[src/rgbc_pkg.sv]
// Shared types, constants and helpers for the RGB 3x3 convolution block.
package rgbc_pkg;

    localparam int MaxWidth     = 1024;
    localparam int ColBits      = $clog2(MaxWidth);
    localparam int CoefFracBits = 8;

    typedef enum logic [2:0] {
        REG_WIDTH   = 3'd0,
        REG_HEIGHT  = 3'd1,
        REG_OFFSET  = 3'd2,
        REG_K_TOP   = 3'd3,
        REG_K_MID   = 3'd4,
        REG_K_BOT   = 3'd5
    } reg_index_t;

    typedef logic [23:0] pixel_t;

    // Signed product of a Q8.8 tap and an 8-bit pixel.
    typedef logic signed [24:0] prod_t;
    // Rounded tap term.
    typedef logic signed [16:0] term_t;

    // Partial result handed along the chain of tap cells.
    typedef struct packed {
        logic                valid;
        logic                last;
        logic signed [20:0]  sum_r;
        logic signed [20:0]  sum_g;
        logic signed [20:0]  sum_b;
    } acc_t;

    // Round a product half away from zero to an integer.
    function automatic term_t round_term(input prod_t p);
        logic [24:0] mag;
        logic [24:0] r;
        mag = p[24] ? 25'(-p) : 25'(p);
        r   = (mag + 25'(1 << (CoefFracBits - 1))) >> CoefFracBits;
        return p[24] ? -term_t'(r[16:0]) : term_t'(r[16:0]);
    endfunction

    function automatic logic [7:0] sat8(input logic signed [20:0] s);
        if (s < 0) return 8'd0;
        if (s > 21'sd255) return 8'd255;
        return s[7:0];
    endfunction

endpackage

[src/rgbc_tap_cell.sv]
// One tap of the filter: multiply three channels and add to the passing sums.
module rgbc_tap_cell (
    input  logic                 aclk,
    input  logic                 aresetn,
    input  logic                 en,
    input  logic signed [15:0]   coef,
    input  rgbc_pkg::pixel_t     pix,
    input  rgbc_pkg::acc_t       acc_in,
    output rgbc_pkg::acc_t       acc_out
);
    rgbc_pkg::acc_t acc_reg, acc_next;
    rgbc_pkg::prod_t pr, pg, pb;

    always_comb begin
        pr = rgbc_pkg::prod_t'(coef) * $signed({1'b0, pix[23:16]});
        pg = rgbc_pkg::prod_t'(coef) * $signed({1'b0, pix[15:8]});
        pb = rgbc_pkg::prod_t'(coef) * $signed({1'b0, pix[7:0]});
        acc_next = acc_in;
        acc_next.sum_r = acc_in.sum_r + 21'(rgbc_pkg::round_term(pr));
        acc_next.sum_g = acc_in.sum_g + 21'(rgbc_pkg::round_term(pg));
        acc_next.sum_b = acc_in.sum_b + 21'(rgbc_pkg::round_term(pb));
    end

    always_ff @(posedge aclk) begin
        if (!aresetn) begin
            acc_reg <= '0;
        end else if (en) begin
            acc_reg <= acc_next;
        end
    end

    assign acc_out = acc_reg;
endmodule

[config.mk]
export PLATFORM = sky130hd
export DESIGN_NAME = rgbc_tap_cell
export DESIGN_NICKNAME = d
export VERILOG_FILES = /design/src/rgbc_pkg.sv /design/src/rgbc_tap_cell.sv
export SDC_FILE = /design/constraint.sdc
export NUM_CORES = 1
export LEC_CHECK = 0
export ABC_CLOCK_PERIOD_IN_PS = 13200
export BUFFER_PORTS_ARGS = -buffer_cell sky130_fd_sc_hd__buf_2
export CAP_MARGIN = 25
export CORE_MARGIN = 4
export CORE_UTILIZATION = 60
export CTS_BUF_LIST = sky130_fd_sc_hd__clkbuf_8
export DETAILED_ROUTE_END_ITERATION = 12
export PLACE_DENSITY_LB_ADDON = 0.15
export SLEW_MARGIN = 20
export SYNTH_ARGS = -nofsm -noshare
export SYNTH_HDL_FRONTEND = slang
export SYNTH_SLANG_ARGS = --single-unit
export TNS_END_PERCENT = 20
[constraint.sdc]
create_clock -name aclk -period 13.2 [get_ports aclk]
set_input_delay 0.66 -clock aclk [delete_from_list [all_inputs] [get_ports aclk]]
set_output_delay 0.66 -clock aclk [all_outputs]
set_load 0.02 [all_outputs]
; ---- Word-level counts from Yosys, hierarchy flattened
; Cells that the tools add are included.
[totals]
regBits = 65
input_bits = 108
out_inout_bits = 65
wordCells = 26
[op_classes]
n_addsub = 12
mul = 3
muxes = 6
[ops]
columns = cell, n
row1 = "adder 25 x 8 -> 25 bit, second input constant", 3
row2 = multiplier 16 x 9 -> 25 bit, 3
row3 = 2-to-1 mux 25 bit, 3
row4 = negator 25 bit, 3
row5 = adder 21 x 17 -> 21 bit, 3
row6 = 2-to-1 mux 17 bit, 3
row7 = negator 17 bit, 3

; ---- Longest topological paths before layout
[logic_depth]
depth_word = 7
depth_mapped = 46
ltp_nobuf = 42

; ---- Worst setup path after synthesis
; OpenSTA, ideal clock, no wires.
[synth_path]
path_kind = input to register
start = input port pix[10]
end = register acc_reg, in the netlist acc_out[41]
setup_ps = 130
arrival_time_ps = 10120
required_ps = 13070
path_slack_ps = 2950
cell_stages = 39
path_buffers = 3
cell_sequence = clkbuf_1 nand2_1 fa_1 inv_1 fa_1 fa_1 inv_1 fa_1 inv_1 ha_1 a21o_1 or3_1 o2111ai_1 o211a_1 a211oi_1 nor2_1 clkbuf_1 clkbuf_1 [3 not listed] nand3_1 or4b_2 o32ai_1 a21boi_1 o21ai_0 a22oi_1 xor2_1 nor4b_1 mux2i_1 nand2_1 ha_1 or2_2 a21oi_1 a31oi_1 a311oi_1 nor3_1 nand2_1 o211ai_1
[synth_between]
elab_chain_len = 7
[synth_lines]
columns = item, line_no
row1 = start: declaration, rgbc_tap_cell.sv:7  ; input rgbc_pkg::pixel_t pix,
row2 = multiplier 16 x 9 -> 25 bit *, rgbc_tap_cell.sv:16  ; pg = rgbc_pkg::prod_t'(coef) * $signed({1'b0, pix[15:8]});
row3 = negator 25 bit, rgbc_pkg.sv:37  ; mag = p[24] ? 25'(-p) : 25'(p);
row4 = 2-to-1 mux 25 bit, rgbc_pkg.sv:37
row5 = adder 25 x 8 -> 25 bit, rgbc_pkg.sv:38  ; r = (mag + 25'(1 << (CoefFracBits - 1))) >> CoefFracBits;
row6 = negator 17 bit, rgbc_pkg.sv:39  ; return p[24] ? -term_t'(r[16:0]) : term_t'(r[16:0]);
row7 = 2-to-1 mux 17 bit *, rgbc_pkg.sv:39
row8 = adder 21 x 17 -> 21 bit *, rgbc_tap_cell.sv:20  ; acc_next.sum_g = acc_in.sum_g + 21'(rgbc_pkg::round_term(pg));
row9 = end signal: assignment, rgbc_tap_cell.sv:28  ; acc_reg <= acc_next;
row10 = end: declaration, rgbc_tap_cell.sv:11  ; rgbc_pkg::acc_t acc_reg, acc_next;
; Every way passes the cells marked *; elsewhere a longest branch is shown, timed or not.
; A chain may end at the register's enable or synchronous reset.

; ---- Final worst setup path
[layout_path]
start = input port coef[15]
end = register acc_reg, in the netlist acc_out[62]
[layout_between]
elab_chain_len = 7
[layout_lines]
columns = item, line_no
row1 = start: declaration, rgbc_tap_cell.sv:6  ; input logic signed [15:0] coef,
row2 = multiplier 16 x 9 -> 25 bit *, rgbc_tap_cell.sv:15  ; pr = rgbc_pkg::prod_t'(coef) * $signed({1'b0, pix[23:16]});
row3 = negator 25 bit, rgbc_pkg.sv:37
row4 = 2-to-1 mux 25 bit, rgbc_pkg.sv:37
row5 = adder 25 x 8 -> 25 bit, rgbc_pkg.sv:38
row6 = negator 17 bit, rgbc_pkg.sv:39
row7 = 2-to-1 mux 17 bit *, rgbc_pkg.sv:39
row8 = adder 21 x 17 -> 21 bit *, rgbc_tap_cell.sv:19  ; acc_next.sum_r = acc_in.sum_r + 21'(rgbc_pkg::round_term(pr));
; Marks and branches as above.

==> qor.yml <==
worstSetupPathType: "in2reg"
worstSetupStartpoint: "coef[15]"
clock_latency_ns: 0.38
gp_congestion: 0.9026
netlist_instances: 3014
cp.required_ns: 13.45
rsz0062_at_grt: "no"
fmax_mhz: 90.02
dp_hpwl_mm: 47.33
slew_headroom_pct: 31.77
antenna_found_initial: 2
drt_pre_antenna_iters: 6
slowest_delay_ns: 0.64
die_area_sq_mm: 0.04300
slew_violations: 0
async_reset_ff_share_pct: 0
synth_commonest_cells: "inv_1, fa_1, nand2_1"
num_rows: 72
synth_edf_count: 0
skew_ns: 0
critPathBufInv: 4
ys_seq_area_share_pct: 5.456
ant_nets: 0
crit_family: "simple AND/OR/NAND/NOR gates"
die_w_um: 207.4
ys_ff_latch: 65
synth_top_flop_cell: "dfxtp_1"
ctsResizeCount: 0
crit_path_end_kind: "flip-flop"
yosys-top-cells-area: "fa_1, ha_1, inv_1"
grt_pass1_vias: 20830
final_layout_size_suffix_gt1_share_pct: 8.072
drtIter0Drc: 1287
critPathArrivalTime_ns: 11.36
cts_buffers: 9
synth_area_sq_mm: 0.02385
tightest_slew_ns: 1.024
clockBufferDepth: 2
cts_tree: "yes"
largest_register_ffs: 65
r2r_start: "acc_out[35]"
timing.final.crit_share_pct: 84.15
slowest_stage: "nor4_1"
grt_pass1_wl_mm: 99.42
dieHeight_um: 207.4
fin_crit_ns: 11.11
syn_nets: 3656
setup_viol: 0
grt.total_usage_pct: 26.84
wire_per_inst_um: 16.21
netlist.area_leader.share_pct: 25.94
syn2layout_area_growth_pct: 5.661
core_area_sq_mm: 0.03901
avgSynthCellArea_sq_um: 7.913
post-synth-top-count-cell: "inv_1"
rrSetupSlack_ns: 12.39
htree_levels: 3
clk_pin_slew_ns: 0.08
ys_types: 96
drt-total-wl_mm: 58.65
grt_max_degree: 74
final_nets: 3735
cp_max_fo: 24
maxCapViolCount: 0
ios: 173
finalHoldViolCount: 0
min_from: "acc_out[2]"
run_status: "finished clean"
io_buffer_count: 172
drc: 0
postCtsSetupBuffers: 0
cts_root_buf: "clkbuf_8"
yosysTopAreaCell: "fa_1"
ys.warnings.count: 0
vias: 20740
overflow: 0
hp-class: "reg2reg"
tns_ns: 0
initial_core_util_pct: 61.14
cts.sinks: 65
ctsHoldBuffers: 0
crit_path_start_kind: "primary input"
via_per_inst: 5.732
## cells by family (layout without fill, tap and decap cells)
logic type	count (synthesis)	in the layout	synth area share [%]
multiplexers	42	42	1.784
AO/OA/AOI/OAI	524	524	14.85
buffers and inverters	610	693	9.627
AND/OR/NAND/NOR	1025	1025	22.49
other	0	3	0
XOR/XNOR	211	211	7.932
flip-flops	65	65	5.456
adder cells (fa/ha/maj)	537	537	37.87
## area by class of cell
| class | instances | area, sq um |
|---|---|---|
| multi-input cells | 2339 | 20260 |
| inverters | 498 | 1869 |
| clock buffers | 11 | 151.4 |
| well taps | 518 | 648.1 |
| fillers | 3451 | 13810 |
| repair buffers | 180 | 918.4 |
| flip-flops and latches | 65 | 1301 |
| clock inverters | 4 | 43.79 |
| diodes | 3 | 7.507 |
## through the flow
step / instances / setup WS [ns] / utilization, % / instance area (sq um) / hold WS [ns]
after floorplan: 3014 / 2.950 / - / 23850 / 0.5652
after global placement: 3599 / 2.239 / 64.05 / 24980 / 0.4613
after detailed placement: 3599 / 1.822 / 64.05 / 24980 / 0.4658
after CTS: 3614 / 2.216 / 64.55 / 25180 / 0.4836
after global routing: 3617 / 1.233 / 64.59 / 25200 / 0.5007
final: 3618 / 2.092 / 64.60 / 25200 / 0.4870
## path summary, 6_finish.rpt
kind                               endpoint  depth (start not counted)
worst max-delay path            acc_out[62]                         39
worst min-delay path             acc_out[2]                          1
worst max register to register  acc_out[35]                          2
worst min register to register   acc_out[2]                          1
## layer usage
metal / track usage (%) / wire length, um / vias up
li1: - / - / 10060
met1: 37.10 / 26610 / 10010
met2: 45.71 / 27750 / 586
met3: 2.297 / 2884 / 86
met4: 7.159 / 1408 / 0
met5: 0 / 0 / -
## cell usage in the layout, fill, tap and decap left out, types with 7 or more instances in the layout
| cell type | instances |
|---|---|
| a211o_1 | 7 |
| a211oi_1 | 24 |
| a21o_1 | 44 |
| a21oi_1 | 131 |
| a31o_2 | 10 |
| a31oi_1 | 25 |
| and2_1 | 212 |
| and3_1 | 32 |
| and4_1 | 10 |
| buf_2 | 172 |
| buf_4 | 7 |
| clkbuf_8 | 11 |
| dfxtp_1 | 65 |
| fa_1 | 309 |
| ha_1 | 225 |
| inv_1 | 498 |
| mux2i_1 | 38 |
| nand2_1 | 299 |
| nand2b_1 | 24 |
| nand3_1 | 48 |
| nand3b_1 | 11 |
| nand4_1 | 17 |
| nor2_1 | 138 |
| nor2b_1 | 72 |
| nor3_1 | 59 |
| nor3b_1 | 10 |
| nor4_1 | 21 |
| nor4b_1 | 8 |
| o2111ai_1 | 7 |
| o211a_1 | 12 |
| o211ai_1 | 27 |
| o21a_1 | 26 |
| o21ai_0 | 89 |
| o21bai_1 | 23 |
| o31ai_1 | 11 |
| or2_2 | 16 |
| or3_1 | 21 |
| xnor2_1 | 153 |
| xor2_1 | 54 |
## worst reg2reg max path, stage by stage, from the launching register on
cell     delay [ns]
dfxtp_1        0.31
mux2_2         0.25
and2_1         0.15
Power is not shown: default switching activity piles up to over one toggle a cycle in this logic, so the estimate is an artifact.
